<file path="src/rtl/assert_macros.svh">
// Assertion macros used by the top level RTL file of the status LED pattern generator.
`ifndef ASSERT_MACROS_SVH
`define ASSERT_MACROS_SVH

// Checked on every rising clk_i edge while rst_ni is high.
`define SLPG_ASSERT(lbl, prop, msg) \
  lbl: assert property (@(posedge clk_i) disable iff (!rst_ni) prop) else $error(msg);

// Checked on every rising clk_i edge, in reset too.
`define SLPG_ASSERT_ALWAYS(lbl, prop, msg) \
  lbl: assert property (@(posedge clk_i) prop) else $error(msg);

`endif

</file>
<file path="src/rtl/slpg_pkg.sv">
// Package with the types, constants and lookup tables of the status LED pattern generator.
package slpg_pkg;

  typedef enum logic [1:0] {
    REQ_TICK   = 2'd0,
    REQ_UPDATE = 2'd1,
    REQ_SET    = 2'd2
  } req_e;

  typedef enum logic [2:0] {
    ST_OFF         = 3'd0,
    ST_IDLE        = 3'd1,
    ST_HOLDING     = 3'd2,
    ST_MOVING      = 3'd3,
    ST_HOMING      = 3'd4,
    ST_HOMING_DONE = 3'd5,
    ST_STALL       = 3'd6,
    ST_ERROR       = 3'd7
  } status_e;

  typedef enum logic {
    CFG_DARK_MODE = 1'b0,
    CFG_POWERDOWN = 1'b1
  } cfg_e;

  localparam int IDLE_PERIOD   = 5000;
  localparam int HOMING_PERIOD = 500;
  localparam int PULSE_HALF    = 250;
  localparam int FLASH_HALF    = 100;
  localparam int FLASH_END     = 600;
  localparam int LEVEL_FULL    = 32;
  localparam int HOLD_SCALE    = 262144;
  localparam int HOLD_DIV      = 12000;

  localparam logic [7:0] POWERDOWN_RESET = 8'd20;

  typedef logic [5:0] level_t;

  typedef struct packed {
    logic [31:0] ms;
    logic [12:0] ph_idle;
    logic [8:0]  ph_homing;
    logic        odd_flash;
  } time_t;

  typedef struct packed {
    level_t red;
    level_t green;
    level_t blue;
  } color_t;

  typedef level_t     tri_tbl_t   [0:PULSE_HALF];
  typedef level_t     amber_tbl_t [0:LEVEL_FULL];
  typedef logic [12:0] hold_tbl_t [0:255];

  function automatic tri_tbl_t build_tri_tbl();
    tri_tbl_t t;
    for (int i = 0; i <= PULSE_HALF; i++) begin
      t[i] = 6'((i * LEVEL_FULL) / PULSE_HALF);
    end
    return t;
  endfunction

  function automatic amber_tbl_t build_amber_tbl();
    amber_tbl_t t;
    for (int i = 0; i <= LEVEL_FULL; i++) begin
      t[i] = 6'((i * 2) / 5);
    end
    return t;
  endfunction

  function automatic hold_tbl_t build_hold_tbl();
    hold_tbl_t t;
    for (int i = 0; i < 256; i++) begin
      t[i] = 13'((i * HOLD_SCALE) / HOLD_DIV);
    end
    return t;
  endfunction

  localparam tri_tbl_t   TRI_TBL   = build_tri_tbl();
  localparam amber_tbl_t AMBER_TBL = build_amber_tbl();
  localparam hold_tbl_t  HOLD_TBL  = build_hold_tbl();

endpackage

</file>
<file path="src/rtl/slpg_timer.sv">
// Millisecond counter in the current status with its running pattern phases.
module slpg_timer (
  input  logic            clk_i,
  input  logic            rst_ni,
  input  logic            tick_i,
  input  logic            clear_i,
  output slpg_pkg::time_t time_o
);

  logic [31:0] ms_q, ms_d;
  logic [12:0] ph_idle_q, ph_idle_d;
  logic [8:0]  ph_homing_q, ph_homing_d;
  logic [6:0]  ph_flash_q, ph_flash_d;
  logic        odd_q, odd_d;

  always_comb begin
    ms_d        = ms_q;
    ph_idle_d   = ph_idle_q;
    ph_homing_d = ph_homing_q;
    ph_flash_d  = ph_flash_q;
    odd_d       = odd_q;
    if (clear_i || (tick_i && (ms_q == '1))) begin
      ms_d        = '0;
      ph_idle_d   = '0;
      ph_homing_d = '0;
      ph_flash_d  = '0;
      odd_d       = 1'b0;
    end else if (tick_i) begin
      ms_d = ms_q + 32'd1;
      if (ph_idle_q == 13'(slpg_pkg::IDLE_PERIOD - 1)) begin
        ph_idle_d = '0;
      end else begin
        ph_idle_d = ph_idle_q + 13'd1;
      end
      if (ph_homing_q == 9'(slpg_pkg::HOMING_PERIOD - 1)) begin
        ph_homing_d = '0;
      end else begin
        ph_homing_d = ph_homing_q + 9'd1;
      end
      if (ph_flash_q == 7'(slpg_pkg::FLASH_HALF - 1)) begin
        ph_flash_d = '0;
        odd_d      = ~odd_q;
      end else begin
        ph_flash_d = ph_flash_q + 7'd1;
      end
    end
  end

  always_ff @(posedge clk_i or negedge rst_ni) begin
    if (!rst_ni) begin
      ms_q        <= '0;
      ph_idle_q   <= '0;
      ph_homing_q <= '0;
      ph_flash_q  <= '0;
      odd_q       <= 1'b0;
    end else begin
      ms_q        <= ms_d;
      ph_idle_q   <= ph_idle_d;
      ph_homing_q <= ph_homing_d;
      ph_flash_q  <= ph_flash_d;
      odd_q       <= odd_d;
    end
  end

  assign time_o.ms        = ms_q;
  assign time_o.ph_idle   = ph_idle_q;
  assign time_o.ph_homing = ph_homing_q;
  assign time_o.odd_flash = odd_q;

endmodule

</file>
<file path="src/rtl/slpg_pattern.sv">
// Combinational color pattern for the current status and elapsed time.
module slpg_pattern (
  input  slpg_pkg::status_e status_i,
  input  slpg_pkg::time_t   time_i,
  input  logic              dark_i,
  input  logic [12:0]       hold_ms_i,
  output slpg_pkg::color_t  color_o,
  output logic              to_holding_o
);

  logic [12:0]      phase;
  logic [7:0]       tri_idx;
  slpg_pkg::level_t tri_level;
  logic             flash_window;

  always_comb begin
    if (status_i == slpg_pkg::ST_IDLE) begin
      phase = time_i.ph_idle;
    end else begin
      phase = {4'd0, time_i.ph_homing};
    end
    if (phase < 13'(slpg_pkg::PULSE_HALF)) begin
      tri_idx = phase[7:0];
    end else if (phase < 13'(2 * slpg_pkg::PULSE_HALF)) begin
      tri_idx = 8'(9'(2 * slpg_pkg::PULSE_HALF) - phase[8:0]);
    end else begin
      tri_idx = '0;
    end
    tri_level = slpg_pkg::TRI_TBL[tri_idx];
  end

  assign flash_window = time_i.ms < 32'(slpg_pkg::FLASH_END);

  always_comb begin
    color_o      = '0;
    to_holding_o = 1'b0;
    if (!dark_i) begin
      unique case (status_i)
        slpg_pkg::ST_OFF: begin
        end
        slpg_pkg::ST_IDLE: begin
          color_o.red   = tri_level;
          color_o.green = slpg_pkg::AMBER_TBL[tri_level];
        end
        slpg_pkg::ST_HOLDING: begin
          color_o.green = 6'(slpg_pkg::LEVEL_FULL);
        end
        slpg_pkg::ST_MOVING: begin
          color_o.blue = 6'(slpg_pkg::LEVEL_FULL);
        end
        slpg_pkg::ST_HOMING: begin
          color_o.blue = tri_level;
        end
        slpg_pkg::ST_HOMING_DONE: begin
          if (!(flash_window && time_i.odd_flash)) begin
            color_o.green = 6'(slpg_pkg::LEVEL_FULL);
          end
          to_holding_o = !flash_window && (time_i.ms >= {19'd0, hold_ms_i});
        end
        slpg_pkg::ST_STALL: begin
          if (!time_i.odd_flash) begin
            color_o.red = 6'(slpg_pkg::LEVEL_FULL);
          end
        end
        slpg_pkg::ST_ERROR: begin
          color_o.red = 6'(slpg_pkg::LEVEL_FULL);
        end
        default: begin
        end
      endcase
    end
  end

endmodule

</file>
<file path="src/rtl/status_led_pattern_generator.sv">
// Top level of the status LED pattern generator.
// Requests arrive on the s_axis channel: tuser carries the request kind (tick,
// update or set) and tdata the new status used by a set request. A tick adds
// one millisecond to the time in the current status, a set changes the status
// when the code differs and forces the next color out, and an update produces
// one result on the m_axis channel with the RGB levels, the status and a send
// flag in tuser. Ticks and sets produce no result.
// A request is captured in an input register and handled once the result
// register can take a new result; then the status, timer and color registers
// update and the result register loads, and the result is presented on m_axis
// until it is taken. One request is taken every cycle; the limit is the single
// result register. When the receiver holds m_axis_tready low with a result
// waiting, the next request waits in the input register and s_axis_tready
// drops until the result is taken. Reset clears the status to off, the time,
// the last color and the forced send, sets dark mode off and the powerdown
// setting to its default of 20. Configuration is to be written through
// cfg_we_i by the user only while no request is in flight; the block does not
// enforce it.
`include "assert_macros.svh"

module status_led_pattern_generator (
  input  logic        clk_i,
  input  logic        rst_ni,
  input  logic        cfg_we_i,
  input  logic        cfg_addr_i,
  input  logic [7:0]  cfg_wdata_i,
  input  logic        s_axis_tvalid,
  output logic        s_axis_tready,
  input  logic [7:0]  s_axis_tdata,   // [2:0] new_status
  input  logic [1:0]  s_axis_tuser,   // [1:0] req_type
  output logic        m_axis_tvalid,
  input  logic        m_axis_tready,
  output logic [23:0] m_axis_tdata,   // [5:0] red, [11:6] green, [17:12] blue, [20:18] status
  output logic        m_axis_tuser    // [0] send_frame
);

  logic              dark_q;
  logic [12:0]       hold_ms_q;

  logic              in_valid_q;
  logic [1:0]        in_req_q;
  logic [2:0]        in_status_q;

  slpg_pkg::status_e status_q, status_d;
  slpg_pkg::color_t  last_q;
  logic              force_q;

  logic              out_valid_q, out_valid_d;
  slpg_pkg::color_t  out_color_q;
  slpg_pkg::status_e out_status_q;
  logic              out_send_q;

  logic              out_ready;
  logic              advance;
  logic              is_tick, is_update, is_set, set_change;
  logic              timer_clear;
  slpg_pkg::time_t   cur_time;
  slpg_pkg::color_t  color;
  logic              to_holding;
  logic              send;

  assign out_ready     = !out_valid_q || m_axis_tready;
  assign s_axis_tready = !in_valid_q || out_ready;
  assign advance       = in_valid_q && out_ready;

  assign is_tick    = advance && (in_req_q == slpg_pkg::REQ_TICK);
  assign is_update  = advance && (in_req_q == slpg_pkg::REQ_UPDATE);
  assign is_set     = advance && (in_req_q == slpg_pkg::REQ_SET);
  assign set_change = is_set && (in_status_q != status_q);
  assign timer_clear = set_change || (is_update && to_holding);

  slpg_timer u_timer (
    .clk_i   (clk_i),
    .rst_ni  (rst_ni),
    .tick_i  (is_tick),
    .clear_i (timer_clear),
    .time_o  (cur_time)
  );

  slpg_pattern u_pattern (
    .status_i     (status_q),
    .time_i       (cur_time),
    .dark_i       (dark_q),
    .hold_ms_i    (hold_ms_q),
    .color_o      (color),
    .to_holding_o (to_holding)
  );

  // Moving from homing done to holding forces the color out.
  assign send = force_q || to_holding || (color != last_q);

  always_comb begin
    status_d = status_q;
    if (set_change) begin
      status_d = slpg_pkg::status_e'(in_status_q);
    end else if (is_update && to_holding) begin
      status_d = slpg_pkg::ST_HOLDING;
    end
    out_valid_d = out_valid_q;
    if (is_update) begin
      out_valid_d = 1'b1;
    end else if (m_axis_tready) begin
      out_valid_d = 1'b0;
    end
  end

  always_ff @(posedge clk_i or negedge rst_ni) begin
    if (!rst_ni) begin
      dark_q      <= 1'b0;
      hold_ms_q   <= slpg_pkg::HOLD_TBL[slpg_pkg::POWERDOWN_RESET];
      in_valid_q  <= 1'b0;
      status_q    <= slpg_pkg::ST_OFF;
      last_q      <= '0;
      force_q     <= 1'b0;
      out_valid_q <= 1'b0;
    end else begin
      if (cfg_we_i) begin
        unique case (slpg_pkg::cfg_e'(cfg_addr_i))
          slpg_pkg::CFG_DARK_MODE: dark_q <= cfg_wdata_i[0];
          slpg_pkg::CFG_POWERDOWN: hold_ms_q <= slpg_pkg::HOLD_TBL[cfg_wdata_i];
          default: begin
          end
        endcase
      end
      if (s_axis_tvalid && s_axis_tready) begin
        in_valid_q <= 1'b1;
      end else if (advance) begin
        in_valid_q <= 1'b0;
      end
      status_q <= status_d;
      if (is_update) begin
        last_q  <= color;
        force_q <= 1'b0;
      end else if (set_change) begin
        force_q <= 1'b1;
      end
      out_valid_q <= out_valid_d;
    end
  end

  always_ff @(posedge clk_i) begin
    if (s_axis_tvalid && s_axis_tready) begin
      in_req_q    <= s_axis_tuser;
      in_status_q <= s_axis_tdata[2:0];
    end
    if (is_update) begin
      out_color_q  <= color;
      out_status_q <= status_d;
      out_send_q   <= send;
    end
  end

  assign m_axis_tvalid = out_valid_q;
  assign m_axis_tdata  = {3'd0, out_status_q, out_color_q.blue, out_color_q.green,
                          out_color_q.red};
  assign m_axis_tuser  = out_send_q;

  `SLPG_ASSERT(a_holding_move, (is_update && to_holding) |=> (status_q == slpg_pkg::ST_HOLDING) && m_axis_tuser && (cur_time.ms == 32'd0), "homing done did not move to holding with a forced send")
  `SLPG_ASSERT(a_set_forces, set_change |=> force_q && (cur_time.ms == 32'd0), "status change did not clear time and force a send")
  `SLPG_ASSERT(a_dark_black, (is_update && dark_q) |=> (m_axis_tdata[17:0] == 18'd0), "dark mode result is not black")
  `SLPG_ASSERT(a_phase_track, (cur_time.ms < 32'(slpg_pkg::HOMING_PERIOD)) |-> (cur_time.ph_homing == cur_time.ms[8:0]), "homing phase out of step with the timer")

endmodule

</file>
<file path="config.mk">
export PLATFORM = sky130hd
export DESIGN_NAME = status_led_pattern_generator
export DESIGN_NICKNAME = d
export VERILOG_FILES = /design/src/rtl/slpg_pkg.sv /design/src/rtl/slpg_timer.sv /design/src/rtl/slpg_pattern.sv /design/src/rtl/status_led_pattern_generator.sv
export VERILOG_INCLUDE_DIRS = /design/src /design/src/rtl
export SDC_FILE = /design/constraint.sdc
export NUM_CORES = 1
export LEC_CHECK = 0
export ABC_CLOCK_PERIOD_IN_PS = 11120
export BUFFER_PORTS_ARGS = -buffer_cell sky130_fd_sc_hd__buf_2
export CAP_MARGIN = 20
export CORE_ASPECT_RATIO = 1.4
export CORE_MARGIN = 8
export CORE_UTILIZATION = 50
export CTS_CLUSTER_DIAMETER = 120
export CTS_CLUSTER_SIZE = 8
export DETAILED_ROUTE_END_ITERATION = 10
export PLACE_DENSITY_LB_ADDON = 0.08
export SYNTH_ARGS = -nofsm -noshare
export SYNTH_HDL_FRONTEND = slang
export SYNTH_HIERARCHICAL = 1
export SYNTH_SLANG_ARGS = --single-unit
</file>
<file path="constraint.sdc">
create_clock -name clk_i -period 11.12 [get_ports clk_i]
set_input_delay 1.668 -clock clk_i [delete_from_list [all_inputs] [get_ports clk_i]]
set_output_delay 1.668 -clock clk_i [all_outputs]
set_load 0.01 [all_outputs]
</file>
# Yosys cells after proc, flatten, opt, wreduce, memory -nomap -nowiden

Memories as Yosys holds them, arrays and structs flattened. A register that Yosys moved wholly into a read port is not among the register bits.
Index checks and enable logic that the tools add are counted.

Register bits: 114
Bits in read-only memories: 5248
Input bits: 24
Output and inout port bits: 27
Logic and storage cells: 120
Memories kept: 3

Add/subtract/negate cells: 5
Magnitude comparators: 6
Equal/unequal tests: 15
Multiplexer cells: 37
Bitwise logic cells: 5
Reduce and logical (&&, ||, !) cells: 29

Memories:

| memory           | depth | width | read ports | clocked after memory_dff | write ports | line                                | RTL |
|---|---|---|---|---|---|---|---|
| (name not given) | 256   | 13    | 1          | 1                        | 0           | status_led_pattern_generator.sv:120 | `slpg_pkg::CFG_POWERDOWN: hold_ms_q <= slpg_pkg::HOLD_TBL[cfg_wdata_i];` |
| (name not given) | 256   | 6     | 1          | 0                        | 0           | slpg_pattern.sv:29                  | `tri_level = slpg_pkg::TRI_TBL[tri_idx];` |
| (name not given) | 64    | 6     | 1          | 0                        | 0           | slpg_pattern.sv:43                  | `color_o.green = slpg_pkg::AMBER_TBL[tri_level];` |

Operators with widths:

| operator                                                     | number |
|---|---|
| 2-to-1 mux 32 bit                                            | 2 |
| 2-to-1 mux 13 bit                                            | 4 |
| 2-to-1 mux 6 bit                                             | 6 |
| one-hot mux 6 bit (3 select lines)                           | 2 |
| adder 32 x 1 -> 32 bit, second input constant                | 1 |
| equality test 32 bit, second input constant                  | 1 |
| >= comparator 32 x 13 -> 1 bit                               | 1 |
| less-than comparator 32 x 10 -> 1 bit, second input constant | 1 |
| 2-to-1 mux 9 bit                                             | 3 |
| 2-to-1 mux 7 bit                                             | 3 |
| 2-to-1 mux 18 bit                                            | 1 |
| != test 18 bit                                               | 1 |
| NOT 8 -> 9 bit                                               | 2 |
| 2-to-1 mux 8 bit                                             | 2 |
| adder 13 x 1 -> 13 bit, second input constant                | 1 |
| equality test 13 bit, second input constant                  | 1 |
| less-than comparator 13 x 8 -> 1 bit, second input constant  | 1 |
| less-than comparator 13 x 9 -> 1 bit, second input constant  | 1 |
| equality test 3 bit, second input constant                   | 4 |
| one-hot mux 6 bit (2 select lines)                           | 1 |
| 2-to-1 mux 1 bit                                             | 11 |
| logical AND 1 bit                                            | 10 |
| nonzero test 2 bit                                           | 5 |
| adder 9 x 1 -> 9 bit, second input constant                  | 1 |
| 18 further kinds                                             | 31 |

# Depth between registers and ports, before layout

Depth in word-level cells: 17
Gate-level depth with buffers: 24
Gate-level depth less buffers: 22

# Modules after synthesis

The synthesis kept the hierarchy.

Modules (own cells, without submodules):

| module                       | instances | cells an instance | area an instance (um^2) | sequential area each (um^2) |
|---|---|---|---|---|
| status_led_pattern_generator | 1         | 732               | 5708.0                  | 1767.9 |
| slpg_timer                   | 1         | 343               | 3271.9                  | 1551.5 |
| slpg_pattern                 | 1         | 278               | 1925.6                  | 0.0 |

# Least setup slack after synthesis

No wires, ideal clock.

Path type: register to register
From: register status_q[2]
To: register out_send_q (netlist: m_axis_tuser), data pin
Arrival time: 4828 ps
Slack: 6026 ps
Cell stages (with the launch flop): 24
Path through: dfrtp_1 -> buf_2 -> or3b_4 -> buf_6 -> mux2_2 -> inv_1 -> ha_1 -> nand2b_1 -> mux2i_1 -> or3b_4 -> xor2_1 -> a221oi_1 -> a31o_2 -> o21ai_0 -> nand3_1 -> o221a_2 -> ha_1 -> nor2_1 -> o21a_1 -> a2111oi_2 -> xnor2_1 -> nand4_1 -> nor3_1 -> nand4_1

RTL lines:

| element                | line                                | RTL |
|---|---|---|
| start, declared        | status_led_pattern_generator.sv:44  | `slpg_pkg::status_e status_q, status_d;` |
| start signal, assigned | status_led_pattern_generator.sv:112 | `status_q <= slpg_pkg::ST_OFF;` |
| start signal, assigned | status_led_pattern_generator.sv:130 | `status_q <= status_d;` |
| end signal, assigned   | status_led_pattern_generator.sv:149 | `out_send_q <= send;` |
| end, declared          | status_led_pattern_generator.sv:51  | `logic out_send_q;` |

==> results <==
- The portion of synthesized cell area occupied by the leading cell type is 21.8%.
- At the worst endpoint, the required time is 11.27 ns.
- The run finished with clean final reports.
- In this run switching power makes up 35.6% of total power.
- The source-to-sink clock delay at the later pin of the worst-skew pair is 0.41 ns.
- Derived from the worst setup path, the maximum achievable clock frequency is 169 MHz.
- The clock transition at the register clock pins on the worst setup and hold paths after CTS is 0.06 ns.
- Counting instances, the worst hold path has a depth of 2.
- The part of the cycle the worst path needs is 53.3%.
- The global-route congestion overflow total is 0.
- The number of clock sinks seen by CTS is 127.
- The total internal power is 1.02 mW.
- The switching component of the power is 0.564 mW.
- The synthesis-stage register bit count is 127.
- The sequential cell area in the final layout is 3320 sq um.
- The die is 141 um wide.
- The worst slew margin relative to its limit is 33.2%.
- Sequential cells account for 36.3% of the total power.
- The number of global-route vias before repair is 9950.
- STA classifies the critical path startpoint as a flip-flop.
- The number of buffer cells added on primary ports is 42.
- Data on the critical path arrives at its endpoint at 6.08 ns.
- The power density over cell area is 136 nW/um^2.
- The count of standard-cell rows is 64.
- The cts-stage hold buffer count is 0.
- In this run, synthesis inferred 27 flip-flops with an integrated enable.
- The path length in cells of the critical path is 20.
- The worst IR drop on VDD is 0.0908 mV.
- The standby leakage power is 4.80 nW.
- The total via count after detailed routing is 10300.
- The post-detailed-route count of antenna-violating nets is 0.
- The final total negative setup slack is 0 ns.
- The most used flip-flop cell after synthesis is dfrtp_1.
- The minimum setup slack among reg-to-reg paths is 5.19 ns.
- The multi-input combinational cells in the finished layout cover a total of 6940 sq um.
- Synthesis handed over a netlist of 1353 instances.
- The number of search-and-repair iterations in the first detailed-routing pass is 7.
- The clock share of power is 33.1%.
- The first routing iteration left 877 violations.
- The critical path class is reg -> reg.
- The initial core utilization is 50.4%.
- The share of async-settable or async-resettable flops after synthesis is 78.7%.
- The filler-free cell count of the finished design is 1607.
- The number of buffers on the longest clock path is 2.
- The share of the yosys chip area belonging to registers is 30.4%.
- The largest total area in the synthesized netlist belongs to dfrtp_1.
- Summed over all nets, the half-perimeter wirelength after detailed placement is 22.5 mm.
- Clock tree synthesis selected as its root buffer the cell clkbuf_16.
- Setup repair after global routing left no endpoint under its margin.
- Averaged over all synthesized cells, the footprint is 8.06 sq um.
- The number of cells in the design after placement is 1575.
- The number of gates given a new drive strength after cts is 0.
- The first-pass GRT wire length is 51.6 mm.
- The last weighted congestion value of the routability-driven placer is 0.974.
- The final clock skew is 0.00826 ns.
- The measured slew at the worst slew-check pin is 1.00 ns.
- The final-report setup violation count is 0.
- The worst min-delay path startpoint is hold_ms_q[1].
- The pin count of the biggest net entering global routing is 98.
- 0 antenna diodes ended up in the layout.
- The die covers 26900 sq um.
- The number of hold violations in the final report was 0.
- The all-layer global routing usage is 23.6%.
- The DRC violation count after routing is 0.
- The worst reg-to-reg path cell count is 20.
- In this design, the stage delay of the slowest critical-path cell is 0.70 ns.
- The tool flagged a number of max-cap violations equal to 0.
- The floorplan step defined a core boundary enclosing 21600 sq um.
- The H-tree generated during clock tree synthesis spans 4 levels.
- Counting both buffers and inverters, the worst setup path holds a total of 1.
- The final layout contains 1385 nets.
- After synthesis, the cell types taking the most area are dfrtp_1, edfxtp_1, nand2_1.
- The via-per-instance ratio is 6.40.
- In this run the critical register-to-register path is launched from status_q[2].
- The relative area change from synthesis to final layout is 6.56%.
- Dividing the detail-routed wire length by the instance count gives 19.8 um.
- The initial antenna violation count was 0.
- The path class of the tightest hold or removal check is reg -> reg.
- The CTS buffer count is 17.
- The number of slew-limit violations in the final report is 0.
- After layout, the minimum clock period comes to 5.93 ns.
- The power share of the combinational group is 30.5%.
- The y dimension of the die is 191 um.
- In the final layout, the share of cells above drive strength 1 is 11.0%.
- Traced cell by cell, the critical path runs through or3b_4 > mux2_2 > inv_1 > ha_1 > nand2b_1 > mux2i_1 > or3b_4 > xor2_1 > a21oi_1 > o311ai_1 > o32a_1 > o211ai_4 > nor2_1 > o22ai_1 > a21oi_1 > xor2_1 > nor4_1 > nand4_1 > nor3_1 > nand4_1.
- The count of pins on the block boundary is 51.
- The path with the worst hold slack has its endpoint at hold_ms_q[1].
- Yosys mapped the design onto 96 distinct sky130hd cell types.
- STA classifies the critical path endpoint as a flip-flop.
- Grouping stages by cell kind, the critical path spends the most delay in simple AND/OR/NAND/NOR gates.
- The maximum fanout along the worst path is 12.
- The filler cells instantiated in the layout total 2075.
- The area of the mapped netlist is 10900 sq um.
- The end of the worst register-to-register path is m_axis_tuser.
- The cell at the slowest stage of the critical path is xor2_1.
- TritonCTS built the clock tree.
- The routed design has 31.8 mm of wire.
- The number of setup buffers added after CTS is 0.
- The count of warnings emitted by yosys is 6.
-- logic make-up (layout without fill, tap and decap cells) --
family,count (synthesis),count (layout),synth area share [%]
compound gates,394,394,24.5
buf+inv,139,127,6.02
fa+ha+maj,31,31,3.56
flops,127,127,30.4
other cells,2,4,0.0689
mux,27,27,3.43
simple gates,562,562,26.0
xor+xnor,71,71,5.94
-- worst max path at each step --
| stage | from | end | slack (ns) |
|---|---|---|---|
| after global placement | status_q[1] | m_axis_tuser | 5.23 |
| after CTS | status_q[2] | m_axis_tuser | 5.15 |
| after floorplan | status_q[2] | m_axis_tuser | 6.03 |
| final | status_q[2] | m_axis_tuser | 5.19 |
| after global routing | status_q[2] | m_axis_tuser | 4.78 |
| after detailed placement | status_q[2] | m_axis_tuser | 5.19 |
-- per-layer routing --
metal	up-vias	part of all wire, %	global-route usage (%)
met5	-	0	0
met4	0	4.6	13.3
met3	90	4.7	2.76
met2	401	52	42.8
met1	4863	39	26.1
li1	4929	-	-
-- power by group through the flow --
stage	combinational [mW]	clock (mW)	sequential (mW)
global route	0.533	0.560	0.583
detailed placement	0.476	0	0.584
floorplan	0.376	0	0.567
global placement	0.473	0	0.582
CTS	0.479	0.539	0.575
finish	0.484	0.525	0.575
-- cell usage in the layout (no fill, tap or decap), types with 15 or more instances in the layout --
cell type  Yosys  layout
clkbuf_16      0      17
a21o_1        15      15
inv_1         39      39
nor2_1       132     132
xnor2_1       32      32
o211ai_1      27      27
nand4_1       30      30
nor3_1        40      39
buf_2         33      40
o21ai_0       78      78
buf_4          7      16
dfrtp_1       95      95
nand2b_1      38      38
a31oi_1       28      28
a21oi_1       90      90
and3_1        15      15
nor2b_1       18      18
edfxtp_1      27      27
nand2_1      159     159
xor2_1        37      37
ha_1          31      31
nand3_1       50      50
-- area by class of cell --
class	instances	share of cell area [%]
clock buffers	17	3.66
flip-flops and latches	127	28.6
repair buffers	56	2.76
inverters	39	1.26
well taps	264	2.84
multi-input cells	1089	59.7
clock inverters	15	1.18
-- per-stage QoR --
stage                     cell area, sq um  setup WS (ns)  power [mW]  util [%]  hold WS (ns)
after floorplan                      10900           6.03       0.944         -         0.449
after global placement               11100           5.23        1.06      51.1         0.463
after detailed placement             11100           5.19        1.06      51.1         0.467
after CTS                            11600           5.15        1.59      53.8         0.481
after global routing                 11600           4.78        1.68      53.8         0.497
final                                11600           5.19        1.58      53.8         0.474
-- cells in the mapped netlist, drive strengths merged (33+ instances only) --
| cell type | n |
|---|---|
| xnor2 | 33 |
| buf | 53 |
| nand3 | 50 |
| o21ai | 85 |
| xor2 | 38 |
| inv | 39 |
| a21oi | 90 |
| nor2 | 135 |
| dfrtp | 95 |
| nand2 | 159 |
| clkbuf | 47 |
| nand2b | 38 |
| nor3 | 43 |
-- registers in the layout, summed over array words and instances, names as in the netlist, 2 cells and up --
register,cells
last_q,18
u_timer/ms_q,32
u_timer/ph_flash_q,7
hold_ms_q,13
u_timer/ph_homing_q,9
m_axis_tdata,18
in_req_q,2
status_q,3
out_status_q,3
u_timer/ph_idle_q,13
in_status_q,3
-- worst reg2reg max path: stages, from the launching register on --
cell	delay [ns]
dfrtp_1	0.52
or3b_4	0.54
mux2_2	0.37
inv_1	0.14
ha_1	0.20
nand2b_1	0.12
mux2i_1	0.09
or3b_4	0.45
xor2_1	0.70
a21oi_1	0.15
o311ai_1	0.26
o32a_1	0.24
o211ai_4	0.18
nor2_1	0.15
o22ai_1	0.07
a21oi_1	0.41
xor2_1	0.13
nor4_1	0.43
nand4_1	0.17
nor3_1	0.25
nand4_1	0.12
No activity file was read; power rests on OpenSTA's default activity.
